**src/sv/gtb_pkg.sv**
```systemverilog
// Shared types, constants and codes for the 3x3 blur and threshold block.
`timescale 1ns / 1ps
`default_nettype none

package gtb_pkg;

  // Line store depth default and field widths
  localparam int MAX_WIDTH_DEF = 16384;
  localparam int COL_W         = 15;
  localparam int ROW_W         = 16;
  localparam int PIX_W         = 8;
  localparam int THR_W         = 8;
  localparam int SUM_W         = 12;
  localparam int BLUR_SHIFT    = 4;

  // Configuration port
  localparam int CFG_IDX_W  = 2;
  localparam int CFG_DATA_W = 16;

  localparam logic [CFG_IDX_W-1:0] REG_IMAGE_WIDTH  = 2'd0;
  localparam logic [CFG_IDX_W-1:0] REG_IMAGE_HEIGHT = 2'd1;
  localparam logic [CFG_IDX_W-1:0] REG_THRESHOLD    = 2'd2;

  localparam logic [COL_W-1:0] WIDTH_RST     = 15'd640;
  localparam logic [ROW_W-1:0] HEIGHT_RST    = 16'd480;
  localparam logic [THR_W-1:0] THRESHOLD_RST = 8'd128;

  // Result pixel values
  localparam logic [PIX_W-1:0] PIX_WHITE = 8'd255;
  localparam logic [PIX_W-1:0] PIX_BLACK = 8'd0;

  // Queue depths (powers of two)
  localparam int CMDQ_DEPTH = 4;
  localparam int OUTQ_DEPTH = 4;
  localparam int OUTQ_CNT_W = $clog2(OUTQ_DEPTH + 1);

  typedef enum logic {
    OP_PIXEL = 1'b0,
    OP_DRAIN = 1'b1
  } opcode_t;

  typedef struct packed {
    opcode_t          opcode;
    logic [PIX_W-1:0] gray_pixel;
  } in_item_t;

  typedef struct packed {
    logic [PIX_W-1:0] binary_pixel;
    logic             frame_end;
  } out_item_t;

  // Classified request handed from the front to the back
  typedef struct packed {
    logic             is_drain;
    logic             last;
    logic             emit_win;
    logic             win_full;
    logic             emit_sfx;
    logic [COL_W-1:0] col;
    logic [PIX_W-1:0] pixel;
  } cmd_t;

  // One output queue entry holds the one or two results of a request
  typedef struct packed {
    logic      two;
    out_item_t r0;
    out_item_t r1;
  } out_entry_t;

endpackage

`default_nettype wire

```
**src/sv/gtb_cmd_queue.sv**
```systemverilog
// Short request queue between the front end and the back end.
`timescale 1ns / 1ps
`default_nettype none

module gtb_cmd_queue import gtb_pkg::*; (
  input  logic clk,
  input  logic rst_n,
  input  logic push,
  input  cmd_t push_data,
  output logic q_full,
  input  logic q_pop,
  output logic q_empty,
  output cmd_t head
);

  localparam int PTR_W = $clog2(CMDQ_DEPTH);
  localparam int CNT_W = $clog2(CMDQ_DEPTH + 1);

  cmd_t             slot_r [CMDQ_DEPTH];
  logic [PTR_W-1:0] wr_ptr_r, rd_ptr_r;
  logic [CNT_W-1:0] cnt_r;

  assign q_full  = (cnt_r == CNT_W'(CMDQ_DEPTH));
  assign q_empty = (cnt_r == '0);
  assign head    = slot_r[rd_ptr_r];

  // Store the request
  always_ff @(posedge clk) begin
    if (push) begin
      slot_r[wr_ptr_r] <= push_data;
    end
  end

  // Advance pointers and occupancy
  always_ff @(posedge clk) begin
    if (!rst_n) begin
      wr_ptr_r <= '0;
      rd_ptr_r <= '0;
      cnt_r    <= '0;
    end else begin
      if (push) begin
        wr_ptr_r <= wr_ptr_r + 1'b1;
      end
      if (q_pop) begin
        rd_ptr_r <= rd_ptr_r + 1'b1;
      end
      cnt_r <= cnt_r + CNT_W'(push) - CNT_W'(q_pop);
    end
  end

endmodule

`default_nettype wire

```
**config.mk**
```make
export PLATFORM = sky130hd
export DESIGN_NAME = gtb_cmd_queue
export DESIGN_NICKNAME = d
export VERILOG_FILES = /design/src/sv/gtb_pkg.sv /design/src/sv/gtb_cmd_queue.sv
export SDC_FILE = /design/constraint.sdc
export NUM_CORES = 1
export LEC_CHECK = 0
export ABC_AREA = 1
export BUFFER_PORTS_ARGS = -buffer_cell sky130_fd_sc_hd__clkbuf_2
export CAP_MARGIN = 10
export CELL_PAD_IN_SITES_DETAIL_PLACEMENT = 1
export CELL_PAD_IN_SITES_GLOBAL_PLACEMENT = 1
export CORE_UTILIZATION = 42
export CTS_CLUSTER_SIZE = 24
export DETAILED_ROUTE_END_ITERATION = 8
export GPL_TIMING_DRIVEN = 0
export PLACE_DENSITY_LB_ADDON = 0.25
export SLEW_MARGIN = 15
export SYNTH_ARGS = -nofsm -noshare
export SYNTH_HDL_FRONTEND = slang
export SYNTH_SLANG_ARGS = --single-unit
```
**constraint.sdc**
```tcl
create_clock -name clk -period 1.65 [get_ports clk]
set_input_delay 0.165 -clock clk [delete_from_list [all_inputs] [get_ports clk]]
set_output_delay 0.165 -clock clk [all_outputs]
set_load 0.03 [all_outputs]
```
### Word-level counts from Yosys, hierarchy flattened

Memories as Yosys holds them, arrays and structs flattened. A register that Yosys moved wholly into a read port is not among the register bits.
Cells that the tools add are included.

* register bits after elaboration: 7
* RAM bits: 112
* input port bits: 32
* output and inout port bits: 30
* word-level logic and storage cells: 14
* memories kept: 1

Memory list
* slot_r: depth 4, bits a word 28, rd ports 1, clocked after memory_dff 1, wr ports 1, RTL line gtb_cmd_queue.sv:19 `cmd_t slot_r [CMDQ_DEPTH];`

* add/subtract/negate cells: 4
* equality and inequality tests: 1
* multiplexer cells: 4
* reduce and logical (&&, ||, !) cells: 1

Operator list (count)
* adder 2 x 1 -> 2 bit (second input constant): 2
* 2-to-1 mux 2 bit: 2
* adder 3 x 1 -> 3 bit: 1
* equality test 3 bit (second input constant): 1
* logical NOT 3 bit: 1
* subtractor 3 x 1 -> 3 bit: 1
* 2-to-1 mux 1 bit: 2

### Depth between registers and ports, before layout

* word-level depth: 3
* depth in mapped cells: 8
* gate-level depth less buffers: 8

### Worst setup path after synthesis

OpenSTA, ideal clock, no wires.

* path type: reg-to-reg
* from: register wr_ptr_r[0]
* to: memory slot_r[2][0] (netlist name), enable pin
* setup time: 0.383 ns
* arrival: 1.146 ns
* data required time: 1.267 ns
* setup slack: 0.121 ns
* cell stages (with the launch flop): 5
* path buffers: 0
* clock period less this slack: 1.529 ns
* cell sequence: dfxtp_1 > inv_1 > ha_1 > nand2_1 > inv_1

RTL lines
* start, declared: RTL line gtb_cmd_queue.sv:20 `logic [PTR_W-1:0] wr_ptr_r, rd_ptr_r;`
* start signal, assigned: RTL line gtb_cmd_queue.sv:42 `wr_ptr_r <= wr_ptr_r + 1'b1;`
* end, declared: RTL line gtb_cmd_queue.sv:19

Straight into the memory's write port.

==> run metrics <==
fin util 61.3%; Clock Latency Late Sink 0.41 ns; setup_tns -0.814 ns; placed cell area 0.00530 mm2; placed wire-length estimate 6.54 mm; CP max FO 6; Pins Over Slew Limit 0; Worst Tran Pin Value ~0.77 ns; Synth Net Count 420; synthesized area 0.00482 mm2; unrepaired setup endpoints after global routing yes; slew margin rel. between 40% and 50%; reg2reg path depth 7; Worst Hold Class in2reg; layout cells sized above 1 28.6%; P&R area growth vs syn 39.7%; most frequent cell after synthesis edfxtp_1; largest area contributor in the netlist edfxtp_1; crit path time final 1.81 ns; FF/Latch Area 0.00355 mm2; Critical Path AT 1.65 ns; io pins 62; antenna-violating nets left 0; CTS clk-pin slew, worst paths 0.05 ns; Max Cap Viol 0; CTS H-tree lvls 4; Gate Count Post-Synth 381; port buffer count 61; pre-CTS WS 0.0129 ns; TritonCTS clock tree done; Post-Syn Area per Cell 12.6 um2; Avg WL per Cell 18.9 um; Static Leak 2.70 nW; EDFF count, synth 112; row count 38; Setup Crit Path Kind reg2out; post-synth top area share 69.8%; initial antenna violation count 0; sequential area share after synthesis 73.6%; Yosys warning count 0; top post-synthesis cells by area edfxtp_1 70%, inv_1 5.5%, nand2_1 5.1%; multi-input logic area 0.00103 mm2; die area 0.0119 mm2; pin count of the biggest net entering global routing 29; Setup Viol. Count Final 22; buffer depth of the longest clock path 2; post-synthesis register bit count 121; DR vias 3265; violated checks negative setup slack; worst hold stages 3; CP Launch Type flop; Worst setup EP type output pin; drt initial violations between 90 and 100; outcome finished with violations; Synth Flop Type edfxtp_1; drt via density between 5 and 6; first-pass GRT wire length 18.2 mm; gr usage total 21.6%; Core Region 0.0110 mm2; vias in the first global route around 3600; Synth top cells by count 112 x edfxtp_1, 71 x inv_1, 66 x nand2_1; Initial Util between 40 and 50%; Pwr Density 1270 mW/mm2; die span in y 109 um; width of the die 109 um; Synth cell types 17; drt pass-1 iters 5; Fmax 551 MHz; Antenna diodes 0; WP data required 1.48 ns; grt ovf 0; fin worst setup slack -0.163 ns; design area a little under 0.007 mm2; fill count 1061; Final period util 110%; root buffer cell clkbuf_16; Post-layout nets about 530; IR drop worst, VDD about 0.64 mV; RePlAce Congestion 0.711; CTS Sinks roughly 120; asr flop ratio synth 0%; drt total wl 12.2 mm; Final Hold Viols 0; Post-route DRC 0; clk_skew 0.00438 ns; TritonCTS Buffers 17
[sequential cells by signal (all words and copies together) (netlist names), named ones only]
name and flops:
cnt_r 3, rd_ptr_r 2, slot_r 112, wr_ptr_r 2
[stage by stage]
step,power [mW],hold slack (ns),instances
final,8.52,0.0646,647
after global routing,8.77,0.0875,647
after CTS,8.43,0.0510,645
after detailed placement,4.54,0.383,582
after global placement,4.51,0.382,582
after floorplan,4.21,0.257,381
[cell usage in the layout, fill, tap and decap left out, drive strengths merged, types with 4 or more instances in the layout]
master / Yosys / final
a21oi: 34 / 34
nand2: 66 / 66
edfxtp: 112 / 112
clkinv: 0 / 8
clkinvlp: 0 / 4
buf: 16 / 37
inv: 71 / 71
ha: 6 / 6
o21ai: 32 / 32
o211ai: 28 / 28
dlygate4sd3: 0 / 29
clkbuf: 2 / 63
dfxtp: 9 / 9
[area by class of cell]
| class | instances | area share (%) |
|---|---|---|
| timing repair buffer | 94 | 13.3 |
| multi-input combinational | 171 | 15.4 |
| tap | 140 | 2.60 |
| inverter | 71 | 4.03 |
| sequential | 121 | 52.7 |
| buffer | 18 | 3.29 |
| clock buffer | 17 | 6.32 |
| clock inverter | 15 | 2.36 |
[routing by layer]
metal	wire length (um)	GRT usage (%)
met1	5240	25.4
met2	6310	37.9
met3	420	6.16
met4	267	7.24
met5	0	0
[power by group]
| part | switching [mW] | internal [mW] |
|---|---|---|
| clock | 1.31 | 2.34 |
| combinational | 0.768 | 0.533 |
| sequential | 0.0569 | 3.51 |
[critical path: stages, from the launching register on]
cell	delay (ns)
dfxtp_4	0.37
buf_12	0.15
buf_8	0.13
o211ai_1	0.24
nand2_1	0.17
clkbuf_8	0.19
[worst paths after layout]
| kind | from | to | slack, ns |
|---|---|---|---|
| worst min-delay path | rst_n | cnt_r[0]$_SDFF_PN0_ | 0.06 |
| worst max-delay path | flop | head[27] | -0.16 |
| worst min register to register | rd_ptr_r[1]$_SDFFE_PN0P_ | rd_ptr_r[1]$_SDFFE_PN0P_ | 0.49 |
| worst max register to register | cnt_r[0]$_SDFF_PN0_ | cnt_r[1]$_SDFF_PN0_ | 0.08 |
[kinds of logic (layout without fill, tap and decap cells)]
logic type / count (synthesis) / in the layout / share of synthesized area (%)
DFF: 121 / 121 / 73.6
AOI/OAI and AO/OA: 94 / 94 / 11.2
buffers and inverters: 89 / 215 / 7.74
adders and majority gates: 7 / 7 / 1.97
and+or+nand+nor: 70 / 70 / 5.51
[timing repair]
action / 4_1_cts / 5_1_grt
pin swaps: 21 / 25
buffers inserted: 0 / 2
hold buffers: 29 / 0
cloned: 2 / 1
setup endpoints to repair: 28 / 85
gates resized for setup: 95 / 60
endpoints found under the hold margin: 114 / 0
No activity file was read; power rests on OpenSTA's default activity.
