===== config.mk =====
export PLATFORM = sky130hd
export DESIGN_NAME = gtb_out_queue
export DESIGN_NICKNAME = d
export VERILOG_FILES = /design/src/sv/gtb_pkg.sv /design/src/sv/gtb_out_queue.sv
export SDC_FILE = /design/constraint.sdc
export NUM_CORES = 1
export LEC_CHECK = 0
export BUFFER_PORTS_ARGS = -buffer_cell sky130_fd_sc_hd__buf_2
export CORE_AREA = 2 2 84 86
export CTS_CLUSTER_DIAMETER = 100
export DETAILED_ROUTE_END_ITERATION = 10
export DIE_AREA = 0 0 86 88
export MAX_ROUTING_LAYER = met4
export PLACE_DENSITY_LB_ADDON = 0.1
export SETUP_SLACK_MARGIN = 0.02
export SKIP_LAST_GASP = 1
export SLEW_MARGIN = 30
export SYNTH_ARGS = -nofsm -noshare
export SYNTH_HDL_FRONTEND = slang
export SYNTH_SLANG_ARGS = --single-unit

===== constraint.sdc =====
create_clock -name clk -period 3.2 [get_ports clk]
set_input_delay 0 -clock clk [delete_from_list [all_inputs] [get_ports clk]]
set_output_delay 0 -clock clk [all_outputs]
set_load 0.05 [all_outputs]

===== src/sv/gtb_pkg.sv =====
// Shared types, constants and codes for the 3x3 blur and threshold block.
`timescale 1ns / 1ps
`default_nettype none

package gtb_pkg;

  // Line store depth default and field widths
  localparam int MAX_WIDTH_DEF = 16384;
  localparam int COL_W         = 15;
  localparam int ROW_W         = 16;
  localparam int PIX_W         = 8;
  localparam int THR_W         = 8;
  localparam int SUM_W         = 12;
  localparam int BLUR_SHIFT    = 4;

  // Configuration port
  localparam int CFG_IDX_W  = 2;
  localparam int CFG_DATA_W = 16;

  localparam logic [CFG_IDX_W-1:0] REG_IMAGE_WIDTH  = 2'd0;
  localparam logic [CFG_IDX_W-1:0] REG_IMAGE_HEIGHT = 2'd1;
  localparam logic [CFG_IDX_W-1:0] REG_THRESHOLD    = 2'd2;

  localparam logic [COL_W-1:0] WIDTH_RST     = 15'd640;
  localparam logic [ROW_W-1:0] HEIGHT_RST    = 16'd480;
  localparam logic [THR_W-1:0] THRESHOLD_RST = 8'd128;

  // Result pixel values
  localparam logic [PIX_W-1:0] PIX_WHITE = 8'd255;
  localparam logic [PIX_W-1:0] PIX_BLACK = 8'd0;

  // Queue depths (powers of two)
  localparam int CMDQ_DEPTH = 4;
  localparam int OUTQ_DEPTH = 4;
  localparam int OUTQ_CNT_W = $clog2(OUTQ_DEPTH + 1);

  typedef enum logic {
    OP_PIXEL = 1'b0,
    OP_DRAIN = 1'b1
  } opcode_t;

  typedef struct packed {
    opcode_t          opcode;
    logic [PIX_W-1:0] gray_pixel;
  } in_item_t;

  typedef struct packed {
    logic [PIX_W-1:0] binary_pixel;
    logic             frame_end;
  } out_item_t;

  // Classified request handed from the front to the back
  typedef struct packed {
    logic             is_drain;
    logic             last;
    logic             emit_win;
    logic             win_full;
    logic             emit_sfx;
    logic [COL_W-1:0] col;
    logic [PIX_W-1:0] pixel;
  } cmd_t;

  // One output queue entry holds the one or two results of a request
  typedef struct packed {
    logic      two;
    out_item_t r0;
    out_item_t r1;
  } out_entry_t;

endpackage

`default_nettype wire


===== src/sv/gtb_out_queue.sv =====
// Output queue of result entries, each holding one or two result pixels.
`timescale 1ns / 1ps
`default_nettype none

module gtb_out_queue import gtb_pkg::*; (
  input  logic                  clk,
  input  logic                  rst_n,
  input  logic                  push,
  input  out_entry_t            push_entry,
  output logic [OUTQ_CNT_W-1:0] count,
  input  logic                  pop,
  output logic                  empty,
  output out_item_t             out_data
);

  localparam int PTR_W = $clog2(OUTQ_DEPTH);

  out_entry_t       ent_r [OUTQ_DEPTH];
  logic [PTR_W-1:0] wr_ptr_r, rd_ptr_r;
  logic [OUTQ_CNT_W-1:0] cnt_r;
  logic             sel_r;
  out_entry_t       head;
  logic             pop_ok, head_done;

  assign count     = cnt_r;
  assign empty     = (cnt_r == '0);
  assign head      = ent_r[rd_ptr_r];
  assign out_data  = sel_r ? head.r1 : head.r0;
  assign pop_ok    = pop && !empty;
  assign head_done = pop_ok && (sel_r || !head.two);

  // Store the entry
  always_ff @(posedge clk) begin
    if (push) begin
      ent_r[wr_ptr_r] <= push_entry;
    end
  end

  // Step through the results of the head entry, then drop it
  always_ff @(posedge clk) begin
    if (!rst_n) begin
      wr_ptr_r <= '0;
      rd_ptr_r <= '0;
      cnt_r    <= '0;
      sel_r    <= 1'b0;
    end else begin
      if (push) begin
        wr_ptr_r <= wr_ptr_r + 1'b1;
      end
      if (head_done) begin
        rd_ptr_r <= rd_ptr_r + 1'b1;
      end
      if (pop_ok) begin
        sel_r <= !head_done;
      end
      cnt_r <= cnt_r + OUTQ_CNT_W'(push) - OUTQ_CNT_W'(head_done);
    end
  end

endmodule

`default_nettype wire


**Word level (Yosys, flattened, before mapping)**

Memory sizes are Yosys's and may differ from the RTL's. A register that Yosys moved wholly into a read port is not among the register bits.
Index checks and enable logic that the tools add are counted.

- Add/sub/neg operators: 4
- Multiplexer cells: 5
- Reduce and logical (&&, ||, !) cells: 7

Operator list:

| operator | number |
|---|---|
| 9-bit two-way mux | 1 |
| 2-bit by 1-bit adder with 2-bit output, second input constant | 2 |
| 2-bit two-way mux | 2 |
| 3-bit by 1-bit adder with 3-bit output | 1 |
| 1-bit logical NOT | 3 |
| 3-bit logical NOT | 1 |
| 3-bit by 1-bit subtractor with 3-bit output | 1 |
| 1-bit logical AND | 2 |
| 1-bit two-way mux | 2 |
| 1-bit logical OR | 1 |

- Flip-flop bits (word level): 8
- Bits in writable memories: 76
- Bits of input ports: 23
- Logic and storage cells: 21
- Memories: 1

Memory list:

| memory | words | bits a word | rd ports | clocked after memory_dff | write ports | RTL line | RTL |
|---|---|---|---|---|---|---|---|
| ent_r | 4 | 19 | 1 | 1 | 1 | gtb_out_queue.sv:18 | `out_entry_t ent_r [OUTQ_DEPTH];` |

**Depth between registers and ports, before layout**

- Word-level depth: 6
- Gate-level depth with buffers: 9
- Depth with buffers taken out: 8

**Worst setup path before layout**

OpenSTA, ideal clock, no wires.

- Path kind: reg2reg
- Start point: register cnt_r[0] (netlist: count[0])
- End point: register cnt_r[2] (netlist: count[2])
- Setup time: 0.115 ns
- Arrival time: 2.288 ns
- Data required time: 3.085 ns
- Path slack: 0.798 ns
- Cell stages (with the launch flop): 9
- Path through: dfxtp_1 o31ai_1 a221oi_4 xor2_1 ha_1 fa_1 xnor2_1 xnor2_1 and2_1

- Longest elaborated chain between the ends: 5
- Elaborated cells between the ends (all ways): 6
- Classes of those cells: 2 x add/sub; 4 x reduce/logical

Ends and longest elaborated chain:

| what | RTL line | RTL |
|---|---|---|
| from (decl) | gtb_out_queue.sv:20 | `logic [OUTQ_CNT_W-1:0] cnt_r;` |
| from (signal assigned) | gtb_out_queue.sv:56 | `cnt_r <= cnt_r + OUTQ_CNT_W'(push) - OUTQ_CNT_W'(head_done);` |
| parallel branches: the longest is 4 deep, another holds 3-bit by 1-bit adder with 3-bit output | -- |  |
| 3-bit by 1-bit subtractor with 3-bit output (*) | gtb_out_queue.sv:56 |  |

Mark *: on every way between the ends.
A chain may end at the register's enable or synchronous reset.

**Worst setup path in the final report**

- Start point: register sel_r
- End point: register cnt_r[2] (netlist: count[2])

- Longest elaborated chain between the ends: 3

Ends and longest elaborated chain:

| what | RTL line | RTL |
|---|---|---|
| from (decl) | gtb_out_queue.sv:21 | `logic sel_r;` |
| from (signal assigned) | gtb_out_queue.sv:54 | `sel_r <= !head_done;` |
| 1-bit logical OR | gtb_out_queue.sv:30 | `assign head_done = pop_ok && (sel_r \|\| !head.two);` |
| 1-bit logical AND | gtb_out_queue.sv:30 |  |
| 3-bit by 1-bit subtractor with 3-bit output | gtb_out_queue.sv:56 |  |

Every way passes these cells.

==> impl_results.rst <==
.. list-table::
   :header-rows: 1

   * - Metric
     - Value
   * - Startpoint of the most critical register-to-register path
     - sel_r
   * - Area of the die
     - 0.00757 sq mm
   * - Clock root buffer
     - sky130_fd_sc_hd__clkbuf_8
   * - Per-cell routed wire length
     - 17.7 um
   * - Area of all placed cells without fillers
     - 0.00408 sq mm
   * - GRT Total Usage
     - 0.164
   * - CTS tree
     - built
   * - Result of the run
     - completed
   * - Largest delay contributor family on the critical path
     - flip-flops
   * - Cell Rows
     - 30
   * - Antenna violations before repair
     - 0
   * - Slowest Stage Delay on Critical Path
     - 0.73 ns
   * - Buf+Inv Stages, Crit Path
     - 0
   * - Cells after Synth
     - 163
   * - Power density over the cells
     - 710 mW/mm^2
   * - RD Place Congestion
     - 0.682
   * - # diodes
     - 0
   * - Fraction of final layout cells sized beyond drive strength 1
     - 0.356
   * - Hold Path Depth
     - 3
   * - Cell area after placement
     - 0.00368 sq mm
   * - H-Tree Level Count
     - 3
   * - Clock sinks
     - 86
   * - Maximum resistive drop on vdd
     - 353 uV
   * - Number of I/O pins
     - 36
   * - Latest clock arrival within the worst-skew pair
     - 0.35 ns
   * - Clock share of power
     - 0.259
   * - Syn avg cell area
     - 20.9 sq um
   * - DP Wirelength
     - 3410 um
   * - Worst-case reg-to-reg path depth
     - 8
   * - Final cycle utilization of the critical path
     - 0.791
   * - Clock-pin slew on the worst setup and hold paths
     - 0.09 ns
   * - Final setup violation count
     - 0
   * - Most prevalent standard cell on the critical path
     - sky130_fd_sc_hd__xnor2_1
   * - Minimum setup slack among reg-to-reg paths
     - 0.67 ns
   * - Final critical path time including I/O delays and setup
     - 2.53 ns
   * - #FFs+latches synth
     - 86
   * - Highest achievable clock rate
     - 0.395 GHz
   * - Die Width
     - 86 um
   * - Hold path startpoint
     - push
   * - Sequence of cells on the critical path
     - nor2b_1 -> a221oi_4 -> xor2_1 -> ha_1 -> fa_1 -> xnor2_1 -> xnor2_1 -> and2_1
   * - Critical-path maximum fanout
     - 13
   * - Number of hold violations in the final report
     - 0
   * - Via count of the routed design
     - 1659
   * - Data arrival time at the worst-slack endpoint
     - 2.78 ns
   * - First-pass iteration count of the detailed router
     - 8
   * - Worst slew slack as a fraction of its limit
     - 0.553
   * - Static Leak
     - 1.44 nW
   * - Combined area of all synthesized cells
     - 0.00340 sq mm
   * - Vias in the first global route
     - 1747
   * - Multi-input gate area
     - 877 sq um
   * - Area of the core region
     - 0.00664 sq mm
   * - Capturing point of the worst reg2reg path
     - count[2]
   * - Net count of the finished layout
     - 257
   * - Average vias per placed instance
     - 5.30
   * - Wire length of the first global-routing pass
     - 8690 um
   * - WHS Endpoint
     - wr_ptr_r[1]
   * - Number of DRC violations after detailed routing
     - 0
   * - Final Max Slew Viols
     - 0
   * - Total congestion overflow
     - 0
   * - Kind of launch point of the worst setup path
     - flip-flop
   * - Die Y
     - 88 um
   * - Sequential standard cell area
     - 0.00248 sq mm
   * - Longest Clk Path Bufs
     - 2
   * - Relative contribution of sequential cells to total power
     - 0.467
   * - Layout Area Growth over Synthesis
     - 19.9%
   * - Pin count of the biggest net entering global routing
     - 20
   * - Synthesis Warnings
     - 0
   * - Cell with the largest stage delay on the worst path
     - sky130_fd_sc_hd__dfxtp_1
   * - Required time worst endpoint
     - 3.45 ns
   * - CP Capture Type
     - flip-flop
   * - Sum of negative setup slack
     - 0 ns
   * - Post-Syn Nets
     - 192
   * - Category of the most critical setup path
     - flip-flop to flip-flop
   * - Number of port buffers
     - 35
   * - Internal Dissipation
     - 1.98 mW
   * - Iter 0 DRT Violations
     - 135
   * - Power share of the combinational group
     - 0.274
   * - Switching power of the nets
     - 914 uW
   * - Residual antenna-violating net count after detailed routing
     - 0
   * - Tightest Pin Transition
     - 0.665 ns
   * - Setup fix buffers added after clock tree synthesis
     - 0
   * - Class of the tightest hold or removal check
     - primary input to flip-flop
   * - Maximum clock skew at final layout
     - 0.00717 ns
   * - Initial cell density of the core
     - 0.512
   * - Fill cell count
     - 491
   * - Num CTS Buffers
     - 9
   * - Max cap viols
     - 0
   * - Unrepaired setup endpoints after global routing
     - false
   * - Count of unique library cells instantiated by Yosys
     - 25
   * - Total routed wirelength
     - 5550 um
   * - Sequential element share of the synthesized area
     - 0.730
   * - Switch share
     - 0.316
-- cell usage in the layout (no fill, tap or decap), drive strengths merged --
| master | instances |
|---|---|
| nand2b | 2 |
| buf | 39 |
| dlygate4sd3 | 20 |
| or4 | 1 |
| nand2 | 3 |
| nor2b | 2 |
| o31ai | 1 |
| clkinvlp | 2 |
| fa | 1 |
| edfxtp | 76 |
| inv | 5 |
| a21boi | 1 |
| dfxtp | 10 |
| clkbuf | 9 |
| nor2 | 3 |
| clkinv | 3 |
| mux4 | 18 |
| xor2 | 3 |
| bufinv | 1 |
| xnor2 | 2 |
| a221oi | 1 |
| mux2 | 11 |
| nor3 | 1 |
| ha | 5 |
| and2 | 10 |
| mux2i | 3 |
-- cell usage after synthesis, drive strengths merged --
cell type  count  area, sq um
a21boi         1         7.51
a221oi         1         26.3
and2          10         62.6
buf            4         26.3
clkbuf         1         3.75
dfxtp         10          200
edfxtp        76         2280
fa             1         20.0
ha             5         62.6
inv            4         15.0
mux2          11          128
mux2i          3         30.0
mux4          18          424
nand2          3         11.3
nand2b         2         12.5
nor2           3         11.3
nor2b          2         12.5
nor3           1         5.00
o31ai          1         7.51
or4            1         7.51
xnor2          2         17.5
xor2           3         26.3
-- power groups by stage --
stage / sequential [mW] / clock, mW / combinational [mW]
global route: 1.36 / 0.810 / 0.849
detailed placement: 1.38 / 0 / 0.788
finish: 1.35 / 0.751 / 0.792
global placement: 1.37 / 0 / 0.775
floorplan: 1.40 / 0 / 0.584
CTS: 1.35 / 0.767 / 0.808
-- layout make-up --
class | count | area share
multi-input combinational | 68 | 0.215
inverter | 4 | 0.00368
timing repair buffer | 59 | 0.0994
clock inverter | 7 | 0.0181
tap | 80 | 0.0245
sequential | 86 | 0.609
clock buffer | 9 | 0.0304
-- sequential cells by signal, summed over array words and instances (netlist names), named ones only --
| signal | cells |
|---|---|
| rd_ptr_r | 2 |
| ent_r | 76 |
| sel_r | 1 |
| wr_ptr_r | 2 |
| count | 3 |
-- how the worst max path moves through the flow --
stage	startpoint	to	slack (ns)	depth (start not counted)
finish	sel_r	count[2]	0.67	8
global route	sel_r	count[2]	0.44	8
CTS	sel_r	count[2]	0.65	8
detailed placement	sel_r	count[2]	0.67	8
global placement	flip-flop	count[2]	0.75	9
floorplan	count[0]	count[2]	0.80	8
-- layer usage --
metal,vias up,GRT usage,routed length (um)
li1,780,-,-
met5,-,-,0
met3,9,0.0283,141
met1,844,0.187,2290
met2,26,0.281,3010
met4,0,0.0823,109
-- through the flow --
stage	hold slack, ns	power (mW)	setup WS (ns)	instances	utilization
global placement	0.208	2.15	0.746	277	0.553
finish	0.0209	2.89	0.670	313	0.614
floorplan	0.0989	1.99	0.798	163	-
detailed placement	0.222	2.17	0.667	277	0.554
CTS	0.0154	2.93	0.646	313	0.614
global route	0.0597	3.02	0.437	313	0.614
-- what timing repair did --
| item | CTS | global route |
|---|---|---|
| hold buffers | 20 | 0 |
| resized for setup | 0 | 0 |
| hold endpoints to repair | 82 | 0 |
-- worst min-delay path, cell delays in order --
cell and delay [ns]:
sky130_fd_sc_hd__buf_2 0.15, sky130_fd_sc_hd__mux2i_1 0.09, sky130_fd_sc_hd__nor2b_1 0.09
-- kinds of logic after synthesis --
logic type                 share of synthesized area
and+or+nand+nor                               0.0361
xor gates and xnor gates                      0.0129
adders and majority gates                     0.0243
muxes                                          0.171
DFF                                            0.730
buffers and inverters                         0.0132
AOI/OAI and AO/OA                             0.0121
(Power assumes the default switching activity.)
