## config.mk

```make
export PLATFORM = sky130hd
export DESIGN_NAME = gtb_front
export DESIGN_NICKNAME = d
export VERILOG_FILES = /design/src/sv/gtb_pkg.sv /design/src/sv/gtb_front.sv
export SDC_FILE = /design/constraint.sdc
export NUM_CORES = 1
export LEC_CHECK = 0
export ABC_AREA = 1
export BUFFER_PORTS_ARGS = -buffer_cell sky130_fd_sc_hd__buf_4
export CAP_MARGIN = 20
export CORE_ASPECT_RATIO = 1.25
export CORE_MARGIN = 2
export CORE_UTILIZATION = 30
export DETAILED_ROUTE_END_ITERATION = 8
export GPL_ROUTABILITY_DRIVEN = 0
export SYNTH_ARGS = -nofsm -noshare
export SYNTH_HDL_FRONTEND = slang
export SYNTH_SLANG_ARGS = --single-unit
```

## constraint.sdc

```tcl
create_clock -name clk -period 6 [get_ports clk]
set_input_delay 0.3 -clock clk [delete_from_list [all_inputs] [get_ports clk]]
set_output_delay 0.3 -clock clk [all_outputs]
set_load 0.05 [all_outputs]
```

## src/sv/gtb_pkg.sv

```systemverilog
// Shared types, constants and codes for the 3x3 blur and threshold block.
`timescale 1ns / 1ps
`default_nettype none

package gtb_pkg;

  // Line store depth default and field widths
  localparam int MAX_WIDTH_DEF = 16384;
  localparam int COL_W         = 15;
  localparam int ROW_W         = 16;
  localparam int PIX_W         = 8;
  localparam int THR_W         = 8;
  localparam int SUM_W         = 12;
  localparam int BLUR_SHIFT    = 4;

  // Configuration port
  localparam int CFG_IDX_W  = 2;
  localparam int CFG_DATA_W = 16;

  localparam logic [CFG_IDX_W-1:0] REG_IMAGE_WIDTH  = 2'd0;
  localparam logic [CFG_IDX_W-1:0] REG_IMAGE_HEIGHT = 2'd1;
  localparam logic [CFG_IDX_W-1:0] REG_THRESHOLD    = 2'd2;

  localparam logic [COL_W-1:0] WIDTH_RST     = 15'd640;
  localparam logic [ROW_W-1:0] HEIGHT_RST    = 16'd480;
  localparam logic [THR_W-1:0] THRESHOLD_RST = 8'd128;

  // Result pixel values
  localparam logic [PIX_W-1:0] PIX_WHITE = 8'd255;
  localparam logic [PIX_W-1:0] PIX_BLACK = 8'd0;

  // Queue depths (powers of two)
  localparam int CMDQ_DEPTH = 4;
  localparam int OUTQ_DEPTH = 4;
  localparam int OUTQ_CNT_W = $clog2(OUTQ_DEPTH + 1);

  typedef enum logic {
    OP_PIXEL = 1'b0,
    OP_DRAIN = 1'b1
  } opcode_t;

  typedef struct packed {
    opcode_t          opcode;
    logic [PIX_W-1:0] gray_pixel;
  } in_item_t;

  typedef struct packed {
    logic [PIX_W-1:0] binary_pixel;
    logic             frame_end;
  } out_item_t;

  // Classified request handed from the front to the back
  typedef struct packed {
    logic             is_drain;
    logic             last;
    logic             emit_win;
    logic             win_full;
    logic             emit_sfx;
    logic [COL_W-1:0] col;
    logic [PIX_W-1:0] pixel;
  } cmd_t;

  // One output queue entry holds the one or two results of a request
  typedef struct packed {
    logic      two;
    out_item_t r0;
    out_item_t r1;
  } out_entry_t;

endpackage

`default_nettype wire

```

## src/sv/gtb_front.sv

```systemverilog
// Front end: configuration registers, raster counters and request classification.
`timescale 1ns / 1ps
`default_nettype none

module gtb_front import gtb_pkg::*; #(
  parameter int MAX_WIDTH = MAX_WIDTH_DEF
) (
  input  logic                  clk,
  input  logic                  rst_n,
  input  logic                  cfg_valid,
  output logic                  cfg_ready,
  input  logic [CFG_IDX_W-1:0]  cfg_index,
  input  logic [CFG_DATA_W-1:0] cfg_data,
  input  logic                  in_take,
  input  in_item_t              in_item,
  output logic                  cmd_push,
  output cmd_t                  cmd,
  output logic [THR_W-1:0]      threshold
);

  localparam logic [COL_W-1:0] MAXW_M1 = COL_W'(MAX_WIDTH - 1);

  logic [COL_W-1:0] width_r;
  logic [ROW_W-1:0] height_r;
  logic [THR_W-1:0] thresh_r;

  logic [COL_W-1:0] col_r, col_nxt;
  logic [ROW_W-1:0] row_r, row_nxt;
  logic [COL_W-1:0] drain_cnt_r, drain_cnt_nxt;
  logic             draining_r, draining_nxt;

  logic [COL_W-1:0] w_m1;
  logic [ROW_W-1:0] h_m1;
  logic             is_drain, row_end, last_row, drain_last;

  assign cfg_ready = 1'b1;
  assign threshold = thresh_r;

  // Register writes
  always_ff @(posedge clk) begin
    if (!rst_n) begin
      width_r  <= WIDTH_RST;
      height_r <= HEIGHT_RST;
      thresh_r <= THRESHOLD_RST;
    end else if (cfg_valid) begin
      case (cfg_index)
        REG_IMAGE_WIDTH:  width_r  <= cfg_data[COL_W-1:0];
        REG_IMAGE_HEIGHT: height_r <= cfg_data[ROW_W-1:0];
        REG_THRESHOLD:    thresh_r <= cfg_data[THR_W-1:0];
        default:          ;
      endcase
    end
  end

  // Width and height in use, minus one
  always_comb begin
    if (width_r == '0) begin
      w_m1 = '0;
    end else if (32'(width_r) > 32'(MAX_WIDTH)) begin
      w_m1 = MAXW_M1;
    end else begin
      w_m1 = width_r - 1'b1;
    end
    h_m1 = (height_r == '0) ? '0 : height_r - 1'b1;
  end

  assign is_drain   = (in_item.opcode == OP_DRAIN);
  assign row_end    = (col_r >= w_m1);
  assign last_row   = (row_r >= h_m1);
  assign drain_last = (drain_cnt_r >= w_m1);

  // Classify the request for the back end
  always_comb begin
    cmd.is_drain = is_drain;
    cmd.last     = drain_last;
    cmd.emit_win = !is_drain && (row_r != '0) && (col_r != '0);
    cmd.win_full = (row_r >= 16'd2) && (col_r >= 15'd2);
    cmd.emit_sfx = !is_drain && row_end && (row_r != '0);
    cmd.col      = col_r;
    cmd.pixel    = in_item.gray_pixel;
    cmd_push     = in_take && (is_drain ? draining_r : !draining_r);
  end

  // Advance the raster position
  always_comb begin
    col_nxt       = col_r;
    row_nxt       = row_r;
    drain_cnt_nxt = drain_cnt_r;
    draining_nxt  = draining_r;
    if (in_take) begin
      if (is_drain) begin
        if (draining_r) begin
          if (drain_last) begin
            col_nxt       = '0;
            row_nxt       = '0;
            drain_cnt_nxt = '0;
            draining_nxt  = 1'b0;
          end else begin
            drain_cnt_nxt = drain_cnt_r + 1'b1;
          end
        end
      end else if (!draining_r) begin
        if (row_end) begin
          col_nxt = '0;
          if (last_row) begin
            draining_nxt  = 1'b1;
            drain_cnt_nxt = '0;
          end else begin
            row_nxt = row_r + 1'b1;
          end
        end else begin
          col_nxt = col_r + 1'b1;
        end
      end
    end
  end

  always_ff @(posedge clk) begin
    if (!rst_n) begin
      col_r       <= '0;
      row_r       <= '0;
      drain_cnt_r <= '0;
      draining_r  <= 1'b0;
    end else begin
      col_r       <= col_nxt;
      row_r       <= row_nxt;
      drain_cnt_r <= drain_cnt_nxt;
      draining_r  <= draining_nxt;
    end
  end

endmodule

`default_nettype wire

```

; ---- Word level (Yosys, flattened, before mapping)
; Cells that the tools add are included.
; W data, S select, Z words.
[totals]
latchBits = 0
wordCells = 72
rom_bits = 0
regBits = 86
ramBits = 0
mem_count = 0
[classes]
n_reduce_logical = 21
n_bitwise = 0
muxes = 27
order_cmp = 6
n_mul = 0
n_shift = 0
div_mod_pow = 0
n_eq_ne = 6
n_addsub = 5
[ops]
columns = operator, count
row1 = $mux W15, 13
row2 = $mux W16, 7
row3 = $add A15 B1 Y15 const B, 2
row4 = $ge A15 B15 Y1, 2
row5 = $add A16 B1 Y16 const B, 1
row6 = $ge A16 B16 Y1, 1
row7 = $ge A16 B2 Y1 const B, 1
row8 = $logic_not A16 Y1, 1
row9 = $reduce_bool A16 Y1, 1
row10 = $sub A16 B1 Y16 const B, 1
row11 = $ge A15 B2 Y1 const B, 1
row12 = $gt A15 B15 Y1 const B, 1
row13 = $logic_not A15 Y1, 1
row14 = $reduce_bool A15 Y1, 1
row15 = $sub A15 B1 Y15 const B, 1
row16 = $mux W1, 7
row17 = $logic_and A1 B1 Y1, 6
row18 = $reduce_and A2 Y1, 3
row19 = $reduce_and A6 Y1, 1
row20 = $reduce_and A5 Y1, 1
row21 = $ne A2 B1 Y1 const B, 2
row22 = $ne A2 B2 Y1 const B, 2
row23 = $reduce_and A4 Y1, 1
row24 = $reduce_bool A2 Y1, 2
row25 = 4 further kinds, 5

; ---- Logic depth before layout (Yosys ltp)
; Gate-level depths: netlist of run 1.
[depth]
depth_word = 7
mapped_depth = 26

; ---- Least setup slack after synthesis of run 1
; Ideal clock, no wire load.
[synth_timing]
path_type = reg2reg
from = reg width_r[0]
to = reg row_r[12]
slack_ns = 2.995
n_path_buf = 1
setup_time_ns = 0.111
path_stages_with_launch = 25
synth_period_minus_slack_ns = 3.005
arrival_time_ns = 2.894
path_cell_list = dfxtp_1 inv_1 ha_1 inv_1 nor2_1 nand2_1 nor3_1 nor2_1 inv_1 nand2_1 o21ai_0 ha_1 nand2_2 inv_1 nand2_1 nand2_1 a21oi_2 nand3_2 nor2_4 nor2_8 nand2_4 inv_2 buf_6 nor2_2 nor2_2
[synth_via]
elab_chain_cells = 6
word_cells_on_any_way = 10
[synth_rtl]
columns = item, line
row1 = start: declaration, gtb_front.sv:23  ; logic [COL_W-1:0] width_r;
row2 = start signal: assignment, gtb_front.sv:47  ; REG_IMAGE_WIDTH: width_r <= cfg_data[COL_W-1:0];
row3 = $sub A15 B1 Y15 / $gt A15 B15 Y1 (equally long branches), "gtb_front.sv:62, gtb_front.sv:59"
row4 = $mux W15, gtb_front.sv:59  ; end else if (32'(width_r) > 32'(MAX_WIDTH)) begin
row5 = $mux W15 (*), gtb_front.sv:57  ; if (width_r == '0) begin
row6 = "$ge A15 B15 Y1, on equally long branches", "gtb_front.sv:70, gtb_front.sv:68"
row7 = $ne A2 B1 Y1 (no line) / $reduce_bool A2 Y1 (equally long branches), -
row8 = $reduce_and A6 Y1 (no line) (*), -
row9 = end signal: assignment, gtb_front.sv:126  ; row_r <= row_nxt;
row10 = end: declaration, gtb_front.sv:28  ; logic [ROW_W-1:0] row_r, row_nxt;
; Every way passes the cells marked *; elsewhere a longest branch is shown, timed or not.
; A chain may end at the register's enable or synchronous reset.

==> impl_results.md, run 1 <==
- Outcome: finished clean
- Slew HR: 0.583
- Net count after synthesis: 1103
- RSZ-0062 raised after global routing: no
- Nets@finish: 1132
- First-pass DRT Iterations: 5
- Layout cell share with drive strength beyond 1: 0.112
- Gr busiest metal: met2
- Congestion Overflow GR: 0
- NetSw: ~500 uW
- Pleak: 3.42 nW
- Crit-path max FO: 10
- Multi-input combinational cell area: 0.00416 mm2
- Reg area: about 0.0017 mm2
- Mapped Cells: 1013
- Tcrit/Tclk final: 0.621
- Peak supply drop: 0.134 mV
- CTS Sinks: 86
- YS warnings: 0
- Final setup TNS: 0 ns
- Pwr/cell area: slightly above 200 mW/mm2
- DIE AREA: roughly 0.023 mm2
- Met2 Usage GRT: 0.273
- Sequential power share: 0.417
- Combinational Power Share: 0.190
- Die width: 136 um
- Int Pwr: 984 uW
- CTS root buf: clkbuf_16
- CTS tree: built
- First-pass GRT wire length: between 20000 and 30000 um
- Initial Util: 0.304
- CP endpoint kind: output port
- I/O Pins: 69
- CTS resizes: 0
- Fin crit period: approximately 3.7 ns
- Seq/Total Area, Yosys: 0.265
- Crit-path cells: inv_1 > ha_1 > inv_1 > nor2_1 > nand2_1 > nor3_1 > nor2_1 > inv_1 > nand2_1 > o21ai_0 > ha_1 > nand2_2 > inv_1 > nand2_1 > nand2_1 > a21oi_2 > nand3_2 > nand2_1 > inv_1 > buf_4
- Sw frac: 0.336
- Post-route DRC: 0
- Inserted Clock Buffers: 9
- Gr usage total: 0.157
- DP HPWL: 13400 um
- Final wirelength: 17500 um
- Hold Path Class: input pin to flip-flop
- Core Region: 0.0214 mm2
- Layout Cells excl Fill: 1326
- Worst skew pair latency: roughly 0.36 ns
- Least-Margin Pin Slew: 0.625 ns
- # hold bufs at CTS: 0
- Post-Syn Area: around 0.0065 mm2
- Vias in the first global route: 6032
- Maximum clock insertion buffer count: 2
- Fillcell total: 2369
- Final Max Tran Viols: 0
- Routing usage on met1: 0.201
- DR iter-0 viols: 335
- Largest net degree at the start of global routing: 65
- Met3 Use GR: 0.0240
- Async SR Flop Fraction: 0
- Top_reg_cell synth: dfxtp_1
- Synthesized area per cell: 6.42 um2
- CP arrival: about 3.4 ns
- Via count: 6385
- Reg clk slew, reported paths: 0.08 ns
- Initial antenna violation count: 0
- CP required: 5.70 ns
- Postcts setup bufs: 0
- Hold Fails Final Rpt: 0
- Routed Antenna Nets: 0
- Area Overhead vs Synth: 13.1%
- Crit path kind: flip-flop to output port
- Drt via density: 4.82
- Worst path slowest cell: ha_1
- CP max stage delay: around 0.32 ns
- Synth Register Bits: 86
- Netlist cell types: 42
- Setup violators final: 0
- Max cap viols: 0
- Startpoint types: flip-flop
- DR WL/cell: 13.2 um
- Cells after DPL: ~1.3k
- Number of port buffers: ~50
- Clock power share: 0.393
- CTS HTree Levels: 3
- Rows: 60
- ANT cells: 0
- Final instance area: 0.00736 mm2
- Clk_skew: 0.0132 ns
- DP Area: 0.00705 mm2
- Max Freq: about 270 MHz
- Die Y: 169 um
- EDFF count, synth: 0
- Final hold slack: 0.161 ns
[registers in the layout, summed over array words and instances, names as in the netlist]
signal / cells
height_r: 16
row_r: 16
col_r: 15
drain_cnt_r: 15
width_r: 15
threshold: 8
draining_r: 1
[power groups by stage]
stage / logic [mW] / registers (mW) / clock network (mW)
final: 0.282 / 0.618 / 0.583
after global routing: 0.322 / 0.621 / 0.620
after CTS: 0.284 / 0.618 / 0.597
after detailed placement: 0.282 / 0.631 / 0
after global placement: 0.278 / 0.631 / 0
after floorplan: 0.214 / 0.633 / 0
[metrics by stage]
step	setup WS (ns)	power (mW)	util
global route	1.78	1.56	0.344
CTS	2.24	1.50	0.344
global placement	2.40	0.909	0.330
floorplan	2.99	0.847	-
finish	2.28	1.48	0.344
detailed placement	2.32	0.913	0.330
[placed cells by master, fill, tap and decap left out, drive strengths merged, types with 2 or more instances in the layout]
| cell | instances |
|---|---|
| xnor2 | 6 |
| o31ai | 3 |
| nor4 | 7 |
| nor2 | 188 |
| dfxtp | 86 |
| clkbuf | 10 |
| inv | 119 |
| a21oi | 45 |
| nand3 | 85 |
| a21o | 3 |
| or2 | 7 |
| clkinv | 3 |
| nor3 | 32 |
| nand3b | 5 |
| nand2 | 226 |
| and3 | 2 |
| o21ai | 55 |
| buf | 52 |
| xor2 | 22 |
| nand4 | 21 |
| o211ai | 4 |
| ha | 59 |
[cells in the mapped netlist (2+ instances only)]
master | instances | area (um2)
clkbuf_1 | 15 | 56.3
nor2_2 | 24 | 150
nand2_4 | 2 | 22.5
a21o_1 | 3 | 22.5
buf_4 | 13 | 97.6
o21ai_0 | 55 | 275
nor3_2 | 2 | 20.0
or2_2 | 7 | 43.8
nand2_1 | 219 | 822
buf_2 | 3 | 15.0
xnor2_1 | 6 | 52.6
nand3_1 | 82 | 410
buf_1 | 2 | 7.51
nor2_1 | 162 | 608
nand3b_1 | 5 | 37.5
o31ai_1 | 3 | 22.5
nand4_1 | 21 | 131
xor2_1 | 22 | 193
and3_1 | 2 | 12.5
nor3_1 | 30 | 150
dfxtp_1 | 86 | 1720
nand3_2 | 3 | 30.0
o211ai_1 | 4 | 30.0
inv_1 | 113 | 424
nor4_1 | 6 | 37.5
ha_1 | 59 | 738
clkinv_1 | 2 | 7.51
a21oi_1 | 44 | 220
nand2_2 | 5 | 31.3
[kinds of logic (layout without fill, tap and decap cells)]
logic type | after synthesis | after routing | synth area share
other cells | 1 | 1 | 0.000576
flops | 86 | 86 | 0.265
xor+xnor | 28 | 28 | 0.0377
compound gates | 114 | 114 | 0.0938
buf+inv | 151 | 185 | 0.0965
fa+ha+maj | 59 | 59 | 0.113
simple gates | 574 | 574 | 0.393
[layer usage]
layer,up-vias,wire (um)
met5,-,0
met4,0,168
met3,11,828
met2,133,8360
met1,2914,8170
li1,3327,-
[worst max-delay path: cells and delay by family (launching register included)]
family | cells | cell delay, ns
compound gates | 2 | 0.44
fa+ha+maj | 2 | 0.49
buf+inv | 6 | 0.62
flops | 1 | 0.30
simple gates | 10 | 1.20
[area by class of cell]
cell class / count / area share
Clock buffer: 9 / 0.0306
Clock inverter: 7 / 0.0102
Inverter: 116 / 0.0592
Multi-Input combinational cell: 776 / 0.565
Sequential cell: 86 / 0.234
Tap cell: 279 / 0.0474
Timing Repair Buffer: 53 / 0.0541
[path summary, 6_finish.rpt]
kind,start,end,slack [ns],cells after the start
max reg2reg,width_r[0]$_SDFFE_PN0P_,drain_cnt_r[12]$_SDFFE_PN0P_,2.33,23
min,cfg_data[15],height_r[15]$_SDFFE_PN0P_,0.16,3
min reg2reg,threshold[7]$_SDFFE_PN1P_,threshold[7]$_SDFFE_PN1P_,0.48,2
max,width_r[0]$_SDFFE_PN0P_,cmd[23],2.28,20
No activity file was read; power rests on OpenSTA's default activity.
==> run 2, diff against run 1 <==
clock period = 3.6 ns   (was 6 ns; I/O delays follow)
==> impl_results.md, run 2 (synthesis results as in run 1) <==
- First-pass DRT Iterations: 6
- Final wirelength: 17500 um
- Hold Fails Final Rpt: 0
- Core Region: around 0.021 mm2
- Peak supply drop: 0.277 mV
- Worst skew pair latency: 0.36 ns
- Sw frac: 0.330
- Most used cell, CP: inv_1
- Initial antenna violation count: 0
- Largest net degree at the start of global routing: 65
- Int Pwr: 1.65 mW
- Congestion Overflow GR: 0
- CP endpoint kind: output port
- Combinational Power Share: 0.199
- Most common cell after layout, fill and taps aside: nand2_1
- Hold Path Class: input pin to flip-flop
- Largest regs: height_r: 16 flops, row_r: 16 flops
- Number of port buffers: 51
- Routed Antenna Nets: 0
- Reg clk slew, reported paths: 0.08 ns
- Hold Path Cell Cnt: 3
- Inserted Clock Buffers: 9
- Max cap viols: 0
- Clock power share: 0.382
- CP required: around 3.4 ns
- ANT cells: 0
- Tcrit/Tclk final: 0.912
- Nets@finish: about 1.1k
- Layout cell share with drive strength beyond 1: 0.128
- Least-Margin Pin Slew: between 0.6 and 0.7 ns
- DIE AREA: 0.0229 mm2
- Slew HR: 0.570
- Maximum clock insertion buffer count: 2
- Max Freq: 305 MHz
- Cells on worst reg2reg path: 19
- Vias in the first global route: 5807
- CTS HTree Levels: 3
- Startpoint types: flip-flop
- Pwr/cell area: 327 mW/mm2
- CP delay by family, top: simple AND/OR/NAND/NOR gates
- Commonest non-fill, non-tap cells in the layout: nand2_1 (219), nor2_1 (161), inv_1 (112)
- Post-route DRC: 0
- First-pass GRT wire length: 29100 um
- CTS tree: built
- Final instance area: 0.00751 mm2
- I/O Pins: 69
- Pleak: 3.48 nW
- Die Y: roughly 170 um
- Setup violators final: 0
- DR WL/cell: 13.1 um
- Via count: around 6.4k
- Crit-path max FO: 5
- Rows: 60
- CP max stage delay: 0.32 ns
- CP arrival: 3.10 ns
- Routing usage on met1: 0.213
- CTS Sinks: 86
- CTS root buf: clkbuf_16
- NetSw: around 800 uW
- DP Area: roughly 0.0071 mm2
- Initial Util: 0.304
- Met2 Usage GRT: 0.256
- DR iter-0 viols: 415
- Met3 Use GR: 0.0252
- Crit-path cells: inv_1 > ha_1 > inv_1 > nor2_1 > inv_1 > or2_2 > nor2_1 > xor2_1 > o21ai_2 > ha_1 > nand2_1 > inv_1 > a21oi_1 > nand2_1 > nand2_1 > nand3_4 > nand2_1 > inv_1 > buf_4
- Worst path slowest cell: ha_1
- Fin crit period: 3.28 ns
- Sequential power share: 0.419
- Clk_skew: roughly 0.011 ns
- Final Max Tran Viols: 0
- Drt via density: 4.78
- Gr usage total: 0.158
- CP Depth: 19
- Area Overhead vs Synth: 15.5%
- Buf+Inv Stages, Crit Path: 6
- Outcome: finished clean
- Die width: 136 um
- Tot Pwr: 2.46 mW
- Gr busiest metal: met2
- Crit path kind: flip-flop to output port
- # hold bufs at CTS: 0
- DP HPWL: 13400 um
run 2: cell count changes in the layout (fill, tap and decap cells not counted), sizes merged:
cell,before,now
buf,52,64
clkbuf,10,9
clkinvlp,1,2
inv,119,118
run 2: power groups by stage:
stage / sequential, mW / combinational, mW / clock (mW)
2_1_floorplan: 1.05 / 0.357 / 0
3_3_place_gp: 1.05 / 0.472 / 0
3_5_place_dp: 1.05 / 0.478 / 0
4_1_cts: 1.03 / 0.479 / 0.967
5_1_grt: 1.04 / 0.562 / 1.00
6_report: 1.03 / 0.491 / 0.939
run 2: layout make-up:
cell class,count,area [um2]
Clock buffer,9,225
Clock inverter,7,70.1
Fill cell,2293,13900
Inverter,116,442
Multi-Input combinational cell,776,4210
Sequential cell,86,1720
Tap cell,279,349
Timing Repair Buffer,64,493
run 2: path summary, 6_finish.rpt:
check | from | endpoint | slack [ns]
max | width_r[0]$_SDFFE_PN0P_ | cmd[23] | 0.32
min | cfg_data[15] | height_r[15]$_SDFFE_PN0P_ | 0.04
max reg2reg | width_r[4]$_SDFFE_PN0P_ | col_r[13]$_SDFFE_PN0P_ | 0.33
min reg2reg | width_r[12]$_SDFFE_PN0P_ | width_r[12]$_SDFFE_PN0P_ | 0.48
run 2: tightest hold or removal path: stages:
cell and delay (ns):
buf_4 0.08, nor2_1 0.03, nor2_1 0.08
run 2: layer usage:
layer / part of all wire / vias up / wire length (um)
met4: 0.017 / 0 / 301
met1: 0.48 / 2869 / 8470
met2: 0.45 / 140 / 7890
met3: 0.046 / 16 / 801
met5: 0 / - / 0
li1: - / 3363 / -
run 2: stage by stage:
stage / hold slack (ns) / worst slack, ns / std cells / setup TNS, ns / util
2_1_floorplan: 0.293 / 0.595 / 1013 / 0 / -
3_5_place_dp: 0.360 / -0.0214 / 1315 / -0.0214 / 0.332
3_3_place_gp: 0.360 / 0.0610 / 1315 / 0 / 0.332
4_1_cts: 0.0332 / 0.0136 / 1331 / 0 / 0.346
6_report: 0.0441 / 0.318 / 1337 / 0 / 0.351
5_1_grt: 0.0634 / -0.00627 / 1337 / -0.00627 / 0.351
run 2: what timing repair did:
item | in CTS | in global routing
pin swaps | 0 | 3
setup buffers | 0 | 6
gates resized for setup | 1 | 16
cloned | 0 | 0
endpoints found under the setup margin | 12 | 49
==> run 3, diff against run 2 <==
CORE_UTILIZATION = 40   (was 30)
==> impl_results.md, run 3 (synthesis results as in run 1) <==
- Outcome: finished clean
- Combinational Power Share: 0.196
- DR WL/cell: 13.6 um
- RSZ-0062 raised after global routing: no
- ANT cells: 0
- Drt via density: 4.95
- Crit-path max FO: 5
- Worst skew pair latency: 0.35 ns
- Sw frac: 0.315
- I/O Pins: 69
- CTS root buf: clkbuf_16
- Rows: 52
- CP endpoint kind: output port
- Most common cell after layout, fill and taps aside: nand2_1
- Setup violators final: 0
- Die Y: 147 um
- Max Freq: 303 MHz
- Commonest non-fill, non-tap cells in the layout: nand2_1 (217), nor2_1 (160), inv_1 (112)
- DIE AREA: 0.0173 mm2
- NetSw: 781 uW
- Core Region: 0.0161 mm2
- Largest net degree at the start of global routing: 65
- Routed Antenna Nets: 0
- Initial antenna violation count: 0
- Least-Margin Pin Slew: 0.656 ns
- Crit path kind: flip-flop to output port
- Die width: 118 um
- Startpoint types: flip-flop
- Int Pwr: 1.70 mW
- DR iter-0 viols: 294
- Post-route DRC: 0
- Final setup TNS: 0 ns
- Fin crit period: 3.30 ns
- CTS tree: built
- CTS HTree Levels: 3
- CP required: roughly 3.4 ns
- Sequential power share: 0.415
- Area Overhead vs Synth: 13.9%
- Maximum clock insertion buffer count: 2
- Vias in the first global route: around 5.9k
- Pleak: ~3.5 nW
- Tcrit/Tclk final: 0.916
- Number of port buffers: 51
- Gr usage total: 0.201
- DP HPWL: approximately 13000 um
- Reg clk slew, reported paths: 0.07 ns
- Final hold slack: 0.0571 ns
- Via count: 6293
- Final Max Tran Viols: 0
- Congestion Overflow GR: 0
- Postcts setup bufs: 0
- Clock power share: 0.388
- Final wirelength: 17200 um
- Largest regs: height_r: 16 flops, row_r: 16 flops
- CTS Sinks: between 80 and 90
- Clk_skew: about 0.0070 ns
- Layout cell share with drive strength beyond 1: 0.126
- First-pass DRT Iterations: 4
- Hold Path Class: input pin to flip-flop
- Initial Util: 0.405
- First-pass GRT wire length: 28500 um
- Inserted Clock Buffers: 9
- Nets@finish: 1141
- Max cap viols: 0
- Pwr/cell area: 335 mW/mm2
- Hold Fails Final Rpt: 0
- Slew HR: 0.562
- CP arrival: 3.12 ns
- Peak supply drop: approximately 0.22 mV
-- run 3: changes by cell type in the layout (fill, tap and decap cells not counted), moves of 2 or more --
cell     previous run  this run
nand2_1           219       217
nand2_2             4         7
inv_6               4         2
buf_4              63        61
-- run 3: worst paths after layout --
check / startpoint / to / slack (ns) / cells past startpoint
max: width_r[1]$_SDFFE_PN0P_ / cmd[23] / 0.30 / 19
min reg2reg: threshold[0]$_SDFFE_PN0P_ / threshold[0]$_SDFFE_PN0P_ / 0.49 / 2
min: cfg_data[15] / height_r[15]$_SDFFE_PN0P_ / 0.06 / 3
max reg2reg: width_r[1]$_SDFFE_PN0P_ / col_r[9]$_SDFFE_PN0P_ / 0.30 / 21
-- run 3: metrics by stage --
| stage | instance area [um2] | cells | utilization | worst slack (ns) | total power, mW |
|---|---|---|---|---|---|
| 6_report | 7410 | 1271 | 0.461 | 0.301 | 2.48 |
| 2_1_floorplan | 6510 | 1013 | - | 0.595 | 1.41 |
| 4_1_cts | 7360 | 1271 | 0.458 | 0.0382 | 2.50 |
| 3_3_place_gp | 7060 | 1256 | 0.439 | 0.205 | 1.53 |
| 3_5_place_dp | 7060 | 1256 | 0.439 | 0.132 | 1.53 |
| 5_1_grt | 7410 | 1271 | 0.461 | 0.000808 | 2.61 |
-- run 3: worst max-delay path, stage by stage, from the launching register on --
cell and delay, ns:
dfxtp_1 0.30, inv_1 0.11, ha_1 0.18, inv_1 0.05
nor2_1 0.11, inv_1 0.10, or2_2 0.29, nor2_1 0.12
xor2_1 0.20, o21ai_2 0.10, ha_1 0.32, nand2_1 0.09
inv_1 0.04, a21oi_1 0.13, nand2_1 0.10, nand2_2 0.10
nand3_4 0.10, nand2_1 0.10, inv_1 0.04, buf_4 0.18
-- run 3: timing repair --
item,4_1_cts,5_1_grt
gates resized for setup,0,17
hold buffers,0,0
endpoints found under the setup margin,0,48
-- run 3: layer usage --
layer  share of wire  global-route usage
met1            0.46               0.256
met2            0.48               0.343
met3           0.048              0.0313
met4           0.012              0.0699
met5               0                   0
-- run 3: area by class of cell --
cell class / count / area (um2)
inverters: 116 / 438
repair buffers: 62 / 478
multi-input cells: 776 / 4210
clock buffers: 9 / 225
fillers: 1737 / 8660
well taps: 216 / 270
clock inverters: 6 / 71.3
flip-flops and latches: 86 / 1720
-- run 3: power groups by stage --
| stage | Sequential (mW) | Combinational, mW | Clock, mW |
|---|---|---|---|
| after global placement | 1.05 | 0.476 | 0 |
| after floorplan | 1.05 | 0.357 | 0 |
| after global routing | 1.04 | 0.553 | 1.02 |
| final | 1.03 | 0.487 | 0.963 |
| after CTS | 1.03 | 0.483 | 0.984 |
| after detailed placement | 1.05 | 0.480 | 0 |
